File: config.mk
export PLATFORM = sky130hd
export DESIGN_NAME = e8c_front_flat
export DESIGN_NICKNAME = d
export VERILOG_FILES = /design/src/design/e8c_pkg.sv /design/src/design/e8c_cmd_if.sv /design/src/design/e8c_front.sv /design/src/flat_wrapper.sv
export SDC_FILE = /design/constraint.sdc
export NUM_CORES = 1
export LEC_CHECK = 0
export BUFFER_PORTS_ARGS = -buffer_cell sky130_fd_sc_hd__clkbuf_2
export CORE_MARGIN = 1
export CORE_UTILIZATION = 40
export CTS_CLUSTER_SIZE = 14
export DETAILED_ROUTE_END_ITERATION = 10
export GPL_ROUTABILITY_DRIVEN = 0
export GPL_TIMING_DRIVEN = 0
export PLACE_DENSITY = 0.85
export SKIP_CTS_REPAIR_TIMING = 1
export SYNTH_ARGS = -nofsm -noshare
export SYNTH_HDL_FRONTEND = slang
export SYNTH_SLANG_ARGS = --single-unit
File: constraint.sdc
create_clock -name clk -period 2.4 [get_ports clk]
set_clock_uncertainty 0.2 [all_clocks]
set_input_delay 0.12 -clock clk [delete_from_list [all_inputs] [get_ports clk]]
set_output_delay 0.12 -clock clk [all_outputs]
set_load 0.05 [all_outputs]
File: src/design/e8c_pkg.sv
// ----------------------------------------------------------------------------
// e8c_pkg
// Shared types, constants and opcode helpers of the 8-bit execute core.
// ----------------------------------------------------------------------------
package e8c_pkg;

	localparam int QDEPTH = 4;

	localparam logic [1:0] OP_WRITE = 2'd0;
	localparam logic [1:0] OP_READ  = 2'd1;
	localparam logic [1:0] OP_EXEC  = 2'd2;

	localparam logic [15:0] SP_RESET = 16'hFFFE;
	localparam logic [15:0] PC_RESET = 16'h0100;

	// flag nibble positions: Z N H C
	localparam int FZ = 3;
	localparam int FN = 2;
	localparam int FH = 1;
	localparam int FC = 0;

	localparam logic [7:0] OPC_HALT      = 8'h76;
	localparam logic [7:0] OPC_LD_A16_SP = 8'h08;
	localparam logic [7:0] OPC_MAIN_LO   = 8'h40;
	localparam logic [7:0] OPC_MAIN_HI   = 8'hBF;
	localparam logic [7:0] OPC_UNK_LO    = 8'h30;

	localparam logic [2:0] CODE_MEM = 3'd6;
	localparam logic [2:0] CODE_A   = 3'd7;

	localparam logic [2:0] ALU_ADD = 3'd0;
	localparam logic [2:0] ALU_ADC = 3'd1;
	localparam logic [2:0] ALU_SUB = 3'd2;
	localparam logic [2:0] ALU_SBC = 3'd3;
	localparam logic [2:0] ALU_AND = 3'd4;
	localparam logic [2:0] ALU_XOR = 3'd5;
	localparam logic [2:0] ALU_OR  = 3'd6;
	localparam logic [2:0] ALU_CP  = 3'd7;

	typedef enum logic [1:0] {
		CLS_WRITE,
		CLS_READ,
		CLS_EXEC,
		CLS_NONE
	} cls_t;

	typedef struct packed {
		cls_t        cls;
		logic [15:0] address;
		logic [7:0]  data;
	} item_t;

	// immediate bytes following the opcode
	function automatic logic [1:0] imm_len(input logic [7:0] opc);
		logic [1:0] n;
		n = 2'd0;
		if (opc < OPC_UNK_LO) begin
			case (opc[3:0])
				4'h1: n = 2'd2;
				4'h6, 4'hE: n = 2'd1;
				4'h0: n = (opc[5:4] == 2'd2) ? 2'd1 : 2'd0;
				4'h8: n = (opc[5:4] == 2'd0) ? 2'd2 : ((opc[5:4] == 2'd1) ? 2'd1 : 2'd0);
				default: n = 2'd0;
			endcase
		end
		return n;
	endfunction

	// opcode takes an operand byte from memory
	function automatic logic mem_rd(input logic [7:0] opc);
		logic r;
		r = 1'b0;
		if (opc >= OPC_MAIN_LO && opc <= OPC_MAIN_HI)
			r = (opc[2:0] == CODE_MEM) && (opc != OPC_HALT);
		else if (opc < OPC_UNK_LO)
			r = (opc[3:0] == 4'hA);
		return r;
	endfunction

	function automatic logic [7:0] pick_r(input logic [2:0] code,
		input logic [7:0] b, input logic [7:0] c, input logic [7:0] d,
		input logic [7:0] e, input logic [7:0] h, input logic [7:0] l,
		input logic [7:0] a, input logic [7:0] m);
		logic [7:0] r;
		case (code)
			3'd0: r = b;
			3'd1: r = c;
			3'd2: r = d;
			3'd3: r = e;
			3'd4: r = h;
			3'd5: r = l;
			3'd6: r = m;
			default: r = a;
		endcase
		return r;
	endfunction

endpackage

File: src/design/e8c_cmd_if.sv
// ----------------------------------------------------------------------------
// e8c_cmd_if
// Command channel: op, address and data with a valid/ready handshake.
// ----------------------------------------------------------------------------
interface e8c_cmd_if;
	logic        valid;
	logic        ready;
	logic [1:0]  op;
	logic [15:0] address;
	logic [7:0]  data;

	modport source(output valid, op, address, data, input ready);
	modport sink(input valid, op, address, data, output ready);
endinterface

File: src/design/e8c_front.sv
// ----------------------------------------------------------------------------
// e8c_front
// Accepts command items, classifies the op and registers them for the queue.
// ----------------------------------------------------------------------------
module e8c_front
	import e8c_pkg::*;
(
	input  logic   clk,
	input  logic   arst_n,
	e8c_cmd_if.sink cmd,
	output logic   item_valid,
	output item_t  item,
	input  logic   item_ready
);

	logic  v_s1;
	item_t item_s1;
	cls_t  cls;

	always_comb begin
		case (cmd.op)
			OP_WRITE: cls = CLS_WRITE;
			OP_READ:  cls = CLS_READ;
			OP_EXEC:  cls = CLS_EXEC;
			default:  cls = CLS_NONE;
		endcase
	end

	assign cmd.ready  = !v_s1 || item_ready;
	assign item_valid = v_s1;
	assign item       = item_s1;

	always_ff @(posedge clk or negedge arst_n) begin
		if (!arst_n) begin
			v_s1 <= 1'b0;
		end else if (cmd.ready) begin
			v_s1 <= cmd.valid;
		end
	end

	always_ff @(posedge clk) begin
		if (cmd.valid && cmd.ready) begin
			item_s1 <= '{cls: cls, address: cmd.address, data: cmd.data};
		end
	end

endmodule

File: src/flat_wrapper.sv
// flat-port wrapper written by rule: the top's interface ports become plain ports
module e8c_front_flat import e8c_pkg::*;
  (clk, arst_n, item_valid, item, item_ready, cmd_valid, cmd_op, cmd_address, cmd_data, cmd_ready);
  e8c_cmd_if cmd_i ();
  input  logic clk;
  input  logic arst_n;
  output logic item_valid;
  output item_t item;
  input  logic item_ready;
  input wire logic [$bits(cmd_i.valid)-1:0] cmd_valid;
  input wire logic [$bits(cmd_i.op)-1:0] cmd_op;
  input wire logic [$bits(cmd_i.address)-1:0] cmd_address;
  input wire logic [$bits(cmd_i.data)-1:0] cmd_data;
  output wire logic [$bits(cmd_i.ready)-1:0] cmd_ready;
  assign cmd_i.valid = cmd_valid;
  assign cmd_i.op = cmd_op;
  assign cmd_i.address = cmd_address;
  assign cmd_i.data = cmd_data;
  assign cmd_ready = cmd_i.ready;
  e8c_front u_core (.clk(clk), .arst_n(arst_n), .cmd(cmd_i), .item_valid(item_valid), .item(item), .item_ready(item_ready));
endmodule
# Word level (Yosys, flattened, before mapping)
# Index checks and enable logic that the tools add are counted.
[word_totals] register_bits=27 inputBits=30 word_cells=11
[op_classes] n_eq_ne=2 muxes=1 n_reduce_logical=4
[ops] op="2-bit case mux with 3 select lines" n=1
[ops] op="2-bit by 1-bit == test with 1-bit output, second input constant" n=1
[ops] op="2-bit == test, second input constant" n=1
[ops] op="2-bit zero test" n=1
[ops] op="1-bit logical AND" n=1
[ops] op="1-bit zero test" n=1
[ops] op="1-bit logical OR" n=1

# Logic depth before layout (Yosys ltp)
[logic_depth] depth_word=3 depth_mapped=2 ltp_nobuf=2

# Least setup slack after synthesis
# No wires, ideal clock.
[synth_timing] path_type="register to register" from="register u_core.v_s1, in the netlist u_core.item_valid" to="register u_core.item_s1 (netlist bit u_core.item[0]), enable pin" setup_ns=0.329 arrival_ns=1.169 required_ns=1.871 setup_slack_ns=0.702 path_stages_with_launch=3 path_buffers=0 period_less_slack_ns=1.698 cell_sequence="dfrtp_1 > nand2b_4 > and2_4"
[synth_between] elab_chain_len=3
[synth_lines] item="from (decl)" line_no="e8c_front.sv:16" source="logic v_s1;"
[synth_lines] item="from (signal assigned)" line_no="e8c_front.sv:37" source="v_s1 <= cmd.valid;"
[synth_lines] item="1-bit zero test" line_no="e8c_front.sv:29" source="assign cmd.ready = !v_s1 || item_ready;"
[synth_lines] item="1-bit logical OR" line_no="e8c_front.sv:29"
[synth_lines] item="via cmd_ready" line_no="flat_wrapper.sv:14" source="output wire logic [$bits(cmd_i.ready)-1:0] cmd_ready;"
[synth_lines] item="1-bit logical AND" line_no="e8c_front.sv:42" source="if (cmd.valid && cmd.ready) begin"
[synth_lines] item="to (signal assigned)" line_no="e8c_front.sv:43" source="item_s1 <= '{cls: cls, address: cmd.address, data: cmd.data};"
[synth_lines] item="to (decl)" line_no="e8c_front.sv:17" source="item_t item_s1;"
# The timed path passes the listed nets, and every way through them passes these cells.
# A chain may end at the register's enable or synchronous reset.

# Worst setup path after layout
[layout_timing] from="register u_core.v_s1, in the netlist u_core.item_valid" to="output port cmd_ready"
[layout_between] elab_chain_len=2
[layout_lines] item="1-bit zero test" line_no="e8c_front.sv:29"
[layout_lines] item="1-bit logical OR" line_no="e8c_front.sv:29"
[layout_lines] item="to (decl)" line_no="flat_wrapper.sv:14"
# No other way between the ends.

==> impl_results.md <==
- DR vias/cell: 4.26
- Clock transition at path regs: 0.13 ns
- CP cell instances: nand2b_4 -> clkbuf_2
- Outcome: complete, no violations
- Die area: 0.00229 sq mm
- CP Max Fanout: 3
- Post-synthesis mux area share: 0
- WL final: 2170 microns
- Core area: 0.00196 sq mm
- Fill cell count: 117
- Top FF cell, synth: edfxtp_1
- Die Width: 47.9 microns
- EDFF count, synth: 26
- Post-route minimum period: 1.43 ns
- Pin count of the biggest net entering global routing: 27
- Synth Area in XOR/XNOR: 0
- Die Y: 47.9 microns
- Clk buf depth: 2
- Final worst setup slack: 0.966 ns
- Max cap viols: 0
- RSZ-0062 raised after global routing: no
- Synth Area in Adders: 0
- CTS tree: yes
- Net Switching: 256 uW
- Max-slew violation count: 0
- Syn avg cell area: 26.3 sq um
- # H-tree levels: 1
- Sequential-to-total area share from yosys stat: 0.957
- Post-synthesis simple-gate area fraction: 0.0342
- Antenna viol nets, final: 0
- Flop2flop setup slack: 0.97 ns
- Initial DRC count: 12
- Overflow after GRT: 0
- Pwr/cell area: 633 mW/mm^2
- Syn Std Cell Area: 842 sq um
- Initial antenna violation count: 0
- Fmax: 0.698 GHz
- Mapped Cells: 32
- Placed inst area: 0.00115 sq mm
- Row count: 16
- DR pass1 iterations: 4
- Placed Cells: 114
- Layout area overhead: 75.5%
- Combinational share of power: 0.209
- Ys Warns: 0
- Crit end category: output pin
- Final Instance Count excl. Fillers: 148
- Number of CTS-inserted buffers: 3
- CP max stage cell: dfrtp_1
- Vias in the first global route: 415
- Critical Path AT: 1.11 ns
- Top-count cell post-synth: edfxtp_1
- Hold Violations, Final: 0
- Asr flop ratio synth: 0.0370
- Final hold slack: 0.299 ns
- Final period utilization: 0.597
- DRC: 0
- Sw Ratio: 0.274
- Most instantiated cells after synthesis: edfxtp_1 (26), clkbuf_1 (2)
- Compound-Gate Fraction of Synth Area: 0
- Hold WC Path Type: input pin to flip-flop
- Final setup vio count: 0
- Req. time, crit path: 2.08 ns
- Distinct cells, synth: 6
- Total power: 936 uW
- IO buf count: 55
- Ports: 58
- GRT Overall Usage: 0.126
- Syn Nets: 62
- Area of the multi-input gates: 28.8 sq um
- Clk network pwr share: 0.197
- Layout cells sized above 1: 0.496
- Dpl ws: 1.03 ns
- Peak supply drop: 348 uV
- Mean routed wirelength per cell: 14.6 microns
- Synth area leaders: edfxtp_1 (93%), dfrtp_1 (3.0%), nand2b_4 (1.6%), and2_4 (1.0%), clkbuf_1 (0.89%)
- Final Cell Area: 0.00148 sq mm
- Static leakage: 0.644 nW
- Sequential share of power: 0.594
- Max_slew headroom: 0.780
- Largest stage delay, worst path: 0.44 ns
- Fin nets: 152
- Storage cell area: 806 sq um
- CTS root buf: clkbuf_4
- First-pass GRT wire length: 1800 microns
- Int Pwr: 680 uW
- Startpoint Class: flip-flop
- DR vias: 631
- Largest family of logic cells by synthesized area: simple AND/OR/NAND/NOR gates
- Initial Util: 0.429
- Worst setup path class: flip-flop to output pin
- Antenna cells: 0
- Final cell utilization of the core: 0.753
- Setup TNS: 0 ns
- Synth top area share: 0.927
- Worst-Skew Late Latency: 0.31 ns
- Synthesized flop and latch total: 27
- CTS sink cnt: 27
- Synth area leader: edfxtp_1
- Worst-Margin Slew: 0.329 ns
[power groups by stage]
stage / sequential, mW / combinational [mW] / clock [mW]
2_1_floorplan: 0.654 / 0.0178 / 0
3_3_place_gp: 0.564 / 0.151 / 0
3_5_place_dp: 0.565 / 0.153 / 0
4_1_cts: 0.554 / 0.153 / 0.183
5_1_grt: 0.559 / 0.206 / 0.209
6_report: 0.556 / 0.196 / 0.184
[critical path, delay by kind of cell, from the launching register on]
| family | cells | cell delay (ns) |
|---|---|---|
| buf+inv | 1 | 0.27 |
| simple gates | 1 | 0.09 |
| flops | 1 | 0.44 |
[final cells by class]
type	instances	area share
Multi-Input combinational cell	3	0.0195
Sequential cell	27	0.545
Tap cell	27	0.0229
Timing Repair Buffer	85	0.389
Buffer	2	0.00508
Clock buffer	4	0.0178
[routing by layer]
metal | part of all wire | GRT usage | wire length [microns]
met1 | 0.37 | 0.126 | 798
met2 | 0.51 | 0.189 | 1110
met3 | 0.10 | 0.0755 | 226
met4 | 0.015 | 0.100 | 33
met5 | 0 | 0 | 0
[layout by cell type, fill, tap and decap left out]
cell,netlist,routed
dlygate4sd3_1,0,30
clkbuf_4,0,3
clkbuf_1,2,3
edfxtp_1,26,26
dfrtp_1,1,1
nand2b_4,1,1
clkbuf_2,0,55
nand2b_1,1,1
and2_4,1,1
[registers in the layout (all words and copies together), names as in the netlist]
register	flops
u_core.item	26
u_core.item_valid	1
[cells by family (layout without fill, tap and decap cells)]
| logic type | after synthesis | in the layout |
|---|---|---|
| buf+inv | 2 | 91 |
| flops | 27 | 27 |
| simple gates | 3 | 3 |
[path summary, 6_finish.rpt]
check / endpoint / from / cells after the start
worst max-delay path: cmd_ready / u_core.item_valid / 2
worst min-delay path: u_core.item[5] / item_ready / 3
worst max register to register: u_core.item_valid / u_core.item_valid / 3
worst min register to register: u_core.item[5] / u_core.item_valid / 2
max in group asynchronous: u_core.item_valid / arst_n / 3
min in group asynchronous: u_core.item_valid / arst_n / 3
Power figures use the tool's default switching activity.
