File: src/design/e8c_pkg.sv
// ----------------------------------------------------------------------------
// e8c_pkg
// Shared types, constants and opcode helpers of the 8-bit execute core.
// ----------------------------------------------------------------------------
package e8c_pkg;

	localparam int QDEPTH = 4;

	localparam logic [1:0] OP_WRITE = 2'd0;
	localparam logic [1:0] OP_READ  = 2'd1;
	localparam logic [1:0] OP_EXEC  = 2'd2;

	localparam logic [15:0] SP_RESET = 16'hFFFE;
	localparam logic [15:0] PC_RESET = 16'h0100;

	// flag nibble positions: Z N H C
	localparam int FZ = 3;
	localparam int FN = 2;
	localparam int FH = 1;
	localparam int FC = 0;

	localparam logic [7:0] OPC_HALT      = 8'h76;
	localparam logic [7:0] OPC_LD_A16_SP = 8'h08;
	localparam logic [7:0] OPC_MAIN_LO   = 8'h40;
	localparam logic [7:0] OPC_MAIN_HI   = 8'hBF;
	localparam logic [7:0] OPC_UNK_LO    = 8'h30;

	localparam logic [2:0] CODE_MEM = 3'd6;
	localparam logic [2:0] CODE_A   = 3'd7;

	localparam logic [2:0] ALU_ADD = 3'd0;
	localparam logic [2:0] ALU_ADC = 3'd1;
	localparam logic [2:0] ALU_SUB = 3'd2;
	localparam logic [2:0] ALU_SBC = 3'd3;
	localparam logic [2:0] ALU_AND = 3'd4;
	localparam logic [2:0] ALU_XOR = 3'd5;
	localparam logic [2:0] ALU_OR  = 3'd6;
	localparam logic [2:0] ALU_CP  = 3'd7;

	typedef enum logic [1:0] {
		CLS_WRITE,
		CLS_READ,
		CLS_EXEC,
		CLS_NONE
	} cls_t;

	typedef struct packed {
		cls_t        cls;
		logic [15:0] address;
		logic [7:0]  data;
	} item_t;

	// immediate bytes following the opcode
	function automatic logic [1:0] imm_len(input logic [7:0] opc);
		logic [1:0] n;
		n = 2'd0;
		if (opc < OPC_UNK_LO) begin
			case (opc[3:0])
				4'h1: n = 2'd2;
				4'h6, 4'hE: n = 2'd1;
				4'h0: n = (opc[5:4] == 2'd2) ? 2'd1 : 2'd0;
				4'h8: n = (opc[5:4] == 2'd0) ? 2'd2 : ((opc[5:4] == 2'd1) ? 2'd1 : 2'd0);
				default: n = 2'd0;
			endcase
		end
		return n;
	endfunction

	// opcode takes an operand byte from memory
	function automatic logic mem_rd(input logic [7:0] opc);
		logic r;
		r = 1'b0;
		if (opc >= OPC_MAIN_LO && opc <= OPC_MAIN_HI)
			r = (opc[2:0] == CODE_MEM) && (opc != OPC_HALT);
		else if (opc < OPC_UNK_LO)
			r = (opc[3:0] == 4'hA);
		return r;
	endfunction

	function automatic logic [7:0] pick_r(input logic [2:0] code,
		input logic [7:0] b, input logic [7:0] c, input logic [7:0] d,
		input logic [7:0] e, input logic [7:0] h, input logic [7:0] l,
		input logic [7:0] a, input logic [7:0] m);
		logic [7:0] r;
		case (code)
			3'd0: r = b;
			3'd1: r = c;
			3'd2: r = d;
			3'd3: r = e;
			3'd4: r = h;
			3'd5: r = l;
			3'd6: r = m;
			default: r = a;
		endcase
		return r;
	endfunction

endpackage

File: src/design/e8c_queue.sv
// ----------------------------------------------------------------------------
// e8c_queue
// Small FIFO between the front and the execute back end.
// ----------------------------------------------------------------------------
module e8c_queue
	import e8c_pkg::*;
#(
	parameter int Depth = QDEPTH
) (
	input  logic  clk,
	input  logic  arst_n,
	input  logic  push_valid,
	input  item_t push_item,
	output logic  push_ready,
	output logic  pop_valid,
	output item_t pop_item,
	input  logic  pop
);

	localparam int PW = (Depth > 1) ? $clog2(Depth) : 1;
	localparam int CW = $clog2(Depth + 1);

	item_t         store_q [Depth];
	logic [PW-1:0] wr_q;
	logic [PW-1:0] rd_q;
	logic [CW-1:0] cnt_q;
	logic          do_push;
	logic          do_pop;

	assign push_ready = (cnt_q != CW'(Depth));
	assign pop_valid  = (cnt_q != '0);
	assign pop_item   = store_q[rd_q];
	assign do_push    = push_valid && push_ready;
	assign do_pop     = pop && pop_valid;

	always_ff @(posedge clk or negedge arst_n) begin
		if (!arst_n) begin
			wr_q  <= '0;
			rd_q  <= '0;
			cnt_q <= '0;
		end else begin
			if (do_push) begin
				wr_q <= (wr_q == PW'(Depth - 1)) ? '0 : wr_q + 1'b1;
			end
			if (do_pop) begin
				rd_q <= (rd_q == PW'(Depth - 1)) ? '0 : rd_q + 1'b1;
			end
			if (do_push && !do_pop) begin
				cnt_q <= cnt_q + 1'b1;
			end else if (do_pop && !do_push) begin
				cnt_q <= cnt_q - 1'b1;
			end
		end
	end

	always_ff @(posedge clk) begin
		if (do_push) begin
			store_q[wr_q] <= push_item;
		end
	end

endmodule

File: config.mk
export PLATFORM = sky130hd
export DESIGN_NAME = e8c_queue
export DESIGN_NICKNAME = d
export VERILOG_FILES = /design/src/design/e8c_pkg.sv /design/src/design/e8c_queue.sv
export SDC_FILE = /design/constraint.sdc
export NUM_CORES = 1
export LEC_CHECK = 0
export ABC_AREA = 1
export BUFFER_PORTS_ARGS = -buffer_cell sky130_fd_sc_hd__buf_4
export CAP_MARGIN = 20
export CORE_ASPECT_RATIO = 1.4
export CORE_MARGIN = 3
export CORE_UTILIZATION = 57
export DETAILED_ROUTE_END_ITERATION = 8
export PLACE_DENSITY = 0.91
export REMOVE_ABC_BUFFERS = 1
export SYNTH_ARGS = -nofsm -noshare
export SYNTH_HDL_FRONTEND = slang
export SYNTH_SLANG_ARGS = --single-unit
File: constraint.sdc
create_clock -name clk -period 2.9 [get_ports clk]
set_input_delay 0.29 -clock clk [delete_from_list [all_inputs] [get_ports clk]]
set_output_delay 0.29 -clock clk [all_outputs]
set_load 0.01 [all_outputs]
## After elaboration in Yosys (flattened, before gate mapping)

Memory sizes are Yosys's and may differ from the RTL's.
Index checks and enable logic that the tools add are counted.

| word-level totals | value |
|---|---|
| RAM bits | 104 |
| bits of input ports | 30 |
| output and inout port bits | 28 |
| memories kept | 1 |
| register bits | 7 |

Memories:

| name | words | bits a word | read ports | clocked after memory_dff | write ports | RTL line | text |
|---|---|---|---|---|---|---|---|
| store_q | 4 | 26 | 1 | 0 | 1 | e8c_queue.sv:23 | `item_t store_q [Depth];` |

| operators by class | value |
|---|---|
| equality and inequality tests | 3 |
| multiplexer cells | 6 |
| add/sub/neg operators | 4 |
| reduce and logical (&&, ||, !) cells | 8 |

Operators by type and width:

| cell | count |
|---|---|
| 2-to-1 mux 3 bit | 2 |
| adder 2 x 1 -> 2 bit, second input constant | 2 |
| equality test 2 bit, second input constant | 2 |
| logical AND 1 bit | 4 |
| 2-to-1 mux 2 bit | 2 |
| adder 3 x 1 -> 3 bit, second input constant | 1 |
| != test 3 bit, second input constant | 1 |
| nonzero test 3 bit | 1 |
| subtractor 3 x 1 -> 3 bit, second input constant | 1 |
| zero test 1 bit | 2 |
| 2-to-1 mux 1 bit | 2 |
| nonzero test 2 bit | 1 |

## Longest topological paths before layout

Gate-level depths: netlist of run 1.

| depth | value |
|---|---|
| depth in word-level cells | 6 |
| mapped depth | 12 |

## Worst setup path after synthesis of run 1

OpenSTA, ideal clock, no wires.

| timing | value |
|---|---|
| kind | reg2reg |
| start | reg cnt_q[0] |
| end | mem store_q[0][0] in the netlist's numbering (enable) |
| period minus slack after synthesis | 2,332 ps |
| buffers on the path | 0 |
| data arrival time | 1,923 ps |
| cell stages (with the launch flop) | 5 |
| library setup time | 409 ps |
| slack | 568 ps |
| path through | dfrtp_1 > inv_2 > nand3_1 > nand2_1 > nor2_1 |

| between the ends | value |
|---|---|
| cells in the longest elaborated chain, start to end | 4 |

RTL lines:

| item | RTL line | text |
|---|---|---|
| start, declared | e8c_queue.sv:26 | `logic [CW-1:0] cnt_q;` |
| start signal, assigned | e8c_queue.sv:49 | `cnt_q <= cnt_q + 1'b1;` |
| start signal, assigned | e8c_queue.sv:51 | `cnt_q <= cnt_q - 1'b1;` |
| != test 3 bit | e8c_queue.sv:30 | `assign push_ready = (cnt_q != CW'(Depth));` |
| named net push_ready | e8c_queue.sv:14 | `output logic push_ready,` |
| logical AND 1 bit | e8c_queue.sv:33 | `assign do_push = push_valid && push_ready;` |
| 2-to-1 mux 1 bit | e8c_queue.sv:57 | `if (do_push) begin` |
| 2-to-1 mux 1 bit (not written as such) | e8c_queue.sv:58 | `store_q[wr_q] <= push_item;` |
| end, declared | e8c_queue.sv:23 |  |

The timed path passes the listed nets, and every way through them passes these cells.

==> metrics.md, run 1 <==
| Metric | Value |
|---|---|
| Max clock buf depth | `2` |
| Final hold violation count | `0` |
| Max-slew violations | `0` |
| Total gr overflow | `0` |
| Antenna-violating nets left | `0` |
| Ranking of synthesized cells by area | `edfxtp_1 (67%), nand2_1 (7.4%), o211ai_2 (5.3%)` |
| PortBufs | `57` |
| Post-synthesis sequential area ratio | `70.24%` |
| Fin nets | `~460` |
| Clock Latency Late Sink | `360 ps` |
| Mapped Avg Cell Area | `12.97 sq um` |
| Synth warnings | `0` |
| Comb pwr share | `about two fifths` |
| GP Congestion | `between 0.7 and 0.8` |
| ANT cells | `0` |
| WL per Instance | `16.55 microns` |
| DRC | `0` |
| Number of setup buffers added after CTS | `0` |
| Hold crit path type | `in2reg` |
| Setup CP Type | `reg2out` |
| Ports | `58` |
| Hold buffer count at cts | `1` |
| Critical Path Source Type | `register` |
| Mux share of post-synthesis cell area | `0%` |
| Wirelength, routed | `8707 microns` |
| Initial Utilization | `59.50%` |
| Library cells used by synthesis | `17` |
| Post-synthesis simple-gate area fraction | `8.793%` |
| Status | `finished, final reports clean` |
| Post-synthesis adder-cell area fraction | `2.025%` |
| CP max stage delay | `660 ps` |
| Sw Pwr | `1.851 mW` |
| Pwr dens | `955.8 nW/um^2` |
| DR vias | `roughly 2,800` |
| TritonCTS clock tree | `built` |
| Top-area cell type share of the netlist area | `66.51%` |
| Slew headroom | `between 50% and 60%` |
| Initial antenna violation count | `0` |
| First-pass GRT wire length | `14,050 microns` |
| Worst vdd rail ir drop | `732.1 uV` |
| Synth-to-layout area growth | `14.50%` |
| Share of total power in sequential cells | `about 45%` |
| Leakage power figure | `approximately 2.2 nW` |
| Die Ht | `~110 microns` |
| Die X | `82.71 microns` |
| Most frequent cells in the layout | `edfxtp_1 (104), nand2_1 (93), inv_1 (64), buf_4 (61), o211ai_1 (32)` |
| Internal power | `3.288 mW` |
| Post-cts resize count | `0` |
| Clock Tree Root | `clkbuf_8` |
| Buf/Inv on CP | `2` |
| Starting DRT DRC Count | `194` |
| Drt pass-1 iters | `5` |
| Largest net degree at the start of global routing | `44` |
| Clock Skew | `approximately 6.4 ps` |
| Via density | `5.283` |
| Tmin final | `2206 ps` |
| Slowest stage cell, crit path | `dfrtp_4` |
| Synth Area in Compound Gates | `a little over a tenth` |
| Total negative setup slack | `0 ps` |
| Dpl ws | `832.3 ps` |
| Final setup viols | `0` |
| Area leader, netlist | `edfxtp_1` |
| Vias in the first global route | `2,871` |
| FF-to-FF setup slack | `840 ps` |
| Max-Cap Viols | `0` |
| Post-detail-place hpwl | `just under 6000 microns` |
| Final WS setup | `694.0 ps` |
| Depth of the CTS H-tree | `3` |
| Delay-heaviest family, CP | `flip-flops` |
| Max Clock Freq | `between 400 and 500 MHz` |
| Element type at the critical path end | `output pin` |
| CTS Buf Count | `9` |
| Crit path max fanout | `34` |
| CP arrival | `1920 ps` |
| Row Count | `38` |
| Synth Instances | `~360` |
| Crit-path cells | `buf_4, nand2_1, o211ai_1, nand2_1, buf_4` |
| Main combinational cell family by area after synthesis | `compound AO/OA/AOI/OAI gates` |
| Clk sinks | `111` |
| Slew @ Worst Pin | `about 680 ps` |
| Clock network power share | `14.9%` |
| Seq cells post-synth | `111` |
| Final Cycle Share | `between 70% and 80%` |
| Post-synthesis xor/xnor area fraction | `0.1865%` |
| Die Area | `9379 sq um` |
| Post-Syn Area | `4696 sq um` |
| RSZ-0062 raised after global routing | `no` |
| Leading cell type in the layout, fill and taps excluded | `edfxtp_1` |
| Switching Share | `36.02%` |
| Layout cells sized above 1 | `between 20% and 30%` |
| Worst EP required | `2610 ps` |
| Core ar. | `a little under 8000 sq um` |
| CTS clk-pin slew, worst paths | `90 ps` |
| Overall routing resource usage | `20.42%` |
==> per-layer routing <==
layer | up-vias | track usage (%) | part of all wire, %
met2 | 81 | 34.69 | 55
met4 | 0 | 12.00 | 2.9
met5 | - | 0 | 0
met1 | 1329 | 23.58 | 38
met3 | 20 | 3.712 | 4.9
li1 | 1349 | - | -
==> logic make-up after synthesis <==
| logic type | count (synthesis) |
|---|---|
| adder cells (fa/ha/maj) | 7 |
| flip-flops | 111 |
| AO/OA/AOI/OAI | 53 |
| buffers and inverters | 83 |
| XOR/XNOR | 1 |
| AND/OR/NAND/NOR | 107 |
==> per-stage QoR <==
stage | cell area, sq um | utilization [%] | hold slack [ps] | std cells | total power, mW
after global placement | 5215 | 66.07 | 105.6 | 509 | 4.301
after floorplan | 4558 | - | -5.591 | 345 | 3.486
after global routing | 5376 | 68.12 | 108.5 | 526 | 5.474
after detailed placement | 5215 | 66.07 | 108.4 | 509 | 4.428
after CTS | 5376 | 68.12 | 109.9 | 526 | 5.184
final | 5376 | 68.12 | 124.6 | 526 | 5.139
==> worst register-to-register path: cells and delay by family (launching register included) <==
kind / cells / cell delay, ps
flops: 1 / 440
buf+inv: 2 / 440
simple gates: 3 / 870
==> state kept, by name (all words and copies together), names as in the netlist <==
register,cells
store_q,104
cnt_q,3
rd_q,2
wr_q,2
==> cell usage after synthesis <==
cell type	count
edfxtp_1	104
nand2_1	93
inv_1	64
o211ai_1	32
o211ai_2	20
buf_2	8
buf_6	8
dfrtp_1	7
nand3_1	7
ha_1	6
nor2_1	6
inv_2	2
buf_4	1
fa_1	1
nand4_1	1
o21ai_0	1
xnor2_1	1
==> area by class of cell <==
type	count	area (sq um)
flip-flops and latches	111	3302
fillers	564	2516
multi-input cells	168	1022
repair buffers	65	528.0
inverters	66	247.7
clock buffers	15	146.4
well taps	100	125.1
clock inverters	1	5.005
==> power by group through the flow <==
stage	sequential, mW	clock, mW	combinational, mW
floorplan	2.43	0	1.05
global placement	2.31	0	1.99
detailed placement	2.34	0	2.09
CTS	2.30	0.778	2.11
global route	2.33	0.838	2.30
finish	2.30	0.768	2.07
==> path summary, 6_finish.rpt <==
path                                     from        endpoint  depth (start not counted)
worst max-delay path                  rd_q[0]    pop_item[21]                          5
worst min-delay path            push_item[14]  store_q[0][14]                          1
worst max register to register       cnt_q[0]   store_q[1][1]                          5
worst min register to register       cnt_q[2]        cnt_q[2]                          2
max in group asynchronous              arst_n         rd_q[0]                          2
min in group asynchronous              arst_n        cnt_q[0]                          2
Note: power is estimated with default switching activity, not from simulation.
==> run 2, diff against run 1 <==
Settings changed: ABC_AREA 1 to 0, CORE_UTILIZATION 57 to 56, PLACE_DENSITY 0.91 to 0.9.
Clock period 2.9 ns to 2.05 ns, I/O delays scaled along.
==> run 2 against run 1 <==
Effect of this change: synthesized cell count is 52% lower; die area down 7.6%; global-route usage down 3.0 points; worst setup slack lost 610 ps; power grew 34%; non-clock buffer count increased by 7; routed wire length is 21% lower.
==> metrics.md, run 2 <==
| Metric | Value |
|---|---|
| Library cells used by synthesis | `19 (+2)` |
| Max-Cap Viols | `0 (unchanged)` |
| Synth warnings | `0 (unchanged)` |
| Wirelength, routed | `6896 microns (-21%)` |
| Clock Latency Late Sink | `350 ps (about the same)` |
| Most frequent cells in the layout | `edfxtp_1 (104), buf_4 (69), mux4_2 (18), clkbuf_8 (9), mux4_1 (8)` |
| Post-detail-place hpwl | `4737 microns (-19%)` |
| Area of the multi-input gates | `885.9 sq um (-13%)` |
| Overall routing resource usage | `17.45% (-3.0 points)` |
| Hold crit path type | `in2reg` |
| Die Ht | `109.0 microns (-3.9%)` |
| Worst r2r src | `cnt_q[0]` |
| Largest net degree at the start of global routing | `27 (-39%)` |
| Worst EP required | `1850 ps (-760 ps)` |
| Worst vdd rail ir drop | `923.2 uV (+26%)` |
| Met3 wire length | `365 microns (-14%)` |
| Post-synthesis sequential area ratio | `77.76% (+7.5 points)` |
| DR vias | `1,922 (-31%)` |
| Clock Tree Root | `clkbuf_8` |
| Leakage power figure | `1.805 nW (-18%)` |
| Top-area cell type share of the netlist area | `73.63% (+7.1 points)` |
| Final hold violation count | `0 (unchanged)` |
| Hold path startpoint | `push_item[7]` |
| Leading cell type in the layout, fill and taps excluded | `edfxtp_1` |
| Critical Path Source Type | `register` |
| Max-slew violations | `0 (unchanged)` |
| Final Cycle Share | `95.99%` |
| PortBufs | `57 (unchanged)` |
| Initial antenna violation count | `0 (unchanged)` |
| Share of synthesized registers carrying an async set or reset | `6.306% (unchanged)` |
| Top Layer Used | `met4` |
| Post-synth EDFFs | `104 (unchanged)` |
| Met1 Routed Length | `2654 microns (-19%)` |
| Area leader, netlist | `edfxtp_1` |
| Total negative setup slack | `0 ps (unchanged)` |
| Post-Syn Area | `4242 sq um (-9.7%)` |
| Status | `finished, final reports clean` |
| Seq cells post-synth | `111 (unchanged)` |
| WL per Instance | `19.70 microns (+19%)` |
| Layout cells sized above 1 | `44.71% (+21 points)` |
| Synth-to-layout area growth | `19.62%` |
| Final setup viols | `0 (unchanged)` |
| Top reg by flops | `store_q` |
| Post-DP Area | `4846 sq um (-7.1%)` |
| Met2 wire len | `3696 microns (-22%)` |
| Pwr dens | `1353 nW/um^2 (+42%)` |
| CP arrival | `1760 ps (-160 ps)` |
| List of most frequent post-synthesis cells | `edfxtp_1 (104), mux4_2 (18), mux4_1 (8)` |
| Die Area | `8670 sq um (-7.6%)` |
| Clk sinks | `111 (unchanged)` |
| Hold Path Cell Cnt | `1 (unchanged)` |
| Slew @ Worst Pin | `493.8 ps (-189.4 ps)` |
| CTS Buf Count | `9 (unchanged)` |
| First-pass GRT wire length | `10,700 microns (-24%)` |
| Crit path max fanout | `16 (-53%)` |
| Reg2reg path depth | `6 (+1)` |
| Max clock buf depth | `2 (unchanged)` |
| Layout fillers | `407 (-28%)` |
| Starting DRT DRC Count | `97 (-50%)` |
| Fin area | `5074 sq um (-5.6%)` |
| Die X | `79.56 microns (-3.8%)` |
| Total gr overflow | `0 (unchanged)` |
| GP Congestion | `0.6856 (-9.6%)` |
| Top flop regs | `store_q x104, cnt_q x3` |
| Synth Instances | `173 (-52%)` |
| TritonCTS clock tree | `built` |
| DRC | `0 (unchanged)` |
| Ports | `58 (unchanged)` |
| Total power | `6.867 mW (+34%)` |
| Clock Skew | `8.822 ps (+2.431 ps)` |
| Row Count | `36 (-5.3%)` |
| Mapped Avg Cell Area | `24.52 sq um (+89%)` |
| Storage cell area | `3299 sq um (about the same)` |
| Slew headroom | `67.08% (+13 points)` |
| RSZ-0062 raised after global routing | `no` |
| Antenna-violating nets left | `0 (unchanged)` |
| CTS clk-pin slew, worst paths | `90 ps (about the same)` |
| Tmin final | `1968 ps` |
| Ranking of synthesized cells by area | `edfxtp_1 (74%), mux4_2 (9.6%), mux4_1 (5.0%)` |
| Origin of the worst setup path | `rd_q[0]` |
| Fin nets | `287 (-37%)` |
| Core ar. | `7162 sq um (-9.3%)` |
| Initial Utilization | `59.22% (-0.27 points)` |
| Depth of the CTS H-tree | `3 (unchanged)` |
| Max Clock Freq | `508.2 MHz` |
| Element type at the critical path end | `output pin` |
| Drt pass-1 iters | `4 (-1)` |
| Max reg flops | `104 (unchanged)` |
| Setup CP Type | `reg2out` |
| ANT cells | `0 (unchanged)` |
| Prevailing post-synth register cell | `edfxtp_1` |
| Via density | `5.491 (+3.9%)` |
| Vias in the first global route | `2,028 (-29%)` |
| Most common cell in the netlist | `edfxtp_1` |
run 2: cells by family (layout without fill, tap and decap cells):
family / Yosys count / after routing / synth area share [%]
and+or+nand+nor: 11 / 11 / 1.445
xor gates and xnor gates: 3 / 3 / 0.6196
DFF: 111 / 111 / 77.76
muxes: 31 / 31 / 15.84
adders and majority gates: 7 / 7 / 2.242
buffers and inverters: 9 / 91 / 1.829
AOI/OAI and AO/OA: 1 / 1 / 0.2655
run 2: critical path: stages (launching register included):
cell	delay, ps
dfrtp_2	450
buf_12	190
mux4_1	600
buf_4	170
run 2: power breakdown:
part | switching (mW) | internal (mW)
clock | 0.661 | 0.566
combinational | 1.15 | 1.33
sequential | 0.156 | 3.01
run 2: timing repair:
action | CTS | global route
gates resized for setup | 0 | 4
setup endpoints to repair | 7 | 1
buffers inserted | 1 | 0
hold buffers | 1 | 0
endpoints found under the hold margin | 7 | 0
pin swaps | 0 | 1
run 2: area by class of cell:
cell class / instances / share of cell area, %
Timing Repair Buffer: 72 / 11.20
Sequential cell: 111 / 65.03
Inverter: 3 / 0.2219
Clock buffer: 11 / 2.589
Clock inverter: 5 / 1.159
Tap cell: 95 / 2.343
Multi-Input combinational cell: 53 / 17.46
run 2: metal layers:
| metal | global-route usage, % | vias to the layer above |
|---|---|---|
| li1 | - | 873 |
| met2 | 29.33 | 60 |
| met1 | 21.15 | 975 |
| met4 | 7.985 | 0 |
| met3 | 4.628 | 14 |
| met5 | 0 | - |
run 2: path summary, 6_finish.rpt:
check | endpoint | slack [ps]
min in group asynchronous | cnt_q[0] | 180
worst min-delay path | store_q[0][7] | 40
worst min register to register | cnt_q[2] | 540
max in group asynchronous | rd_q[0] | 1730
worst max-delay path | pop_item[18] | 80
worst max register to register | store_q[0][1] | 90
run 2: metrics by stage:
step	std cells	setup slack [ps]	utilization [%]	hold slack (ps)
2_1_floorplan	167	-23.04	-	-90.59
6_report	350	82.28	70.84	42.83
5_1_grt	350	4.251	70.84	24.65
3_3_place_gp	332	113.2	67.66	21.63
3_5_place_dp	332	92.55	67.66	21.87
4_1_cts	350	61.70	70.56	27.71
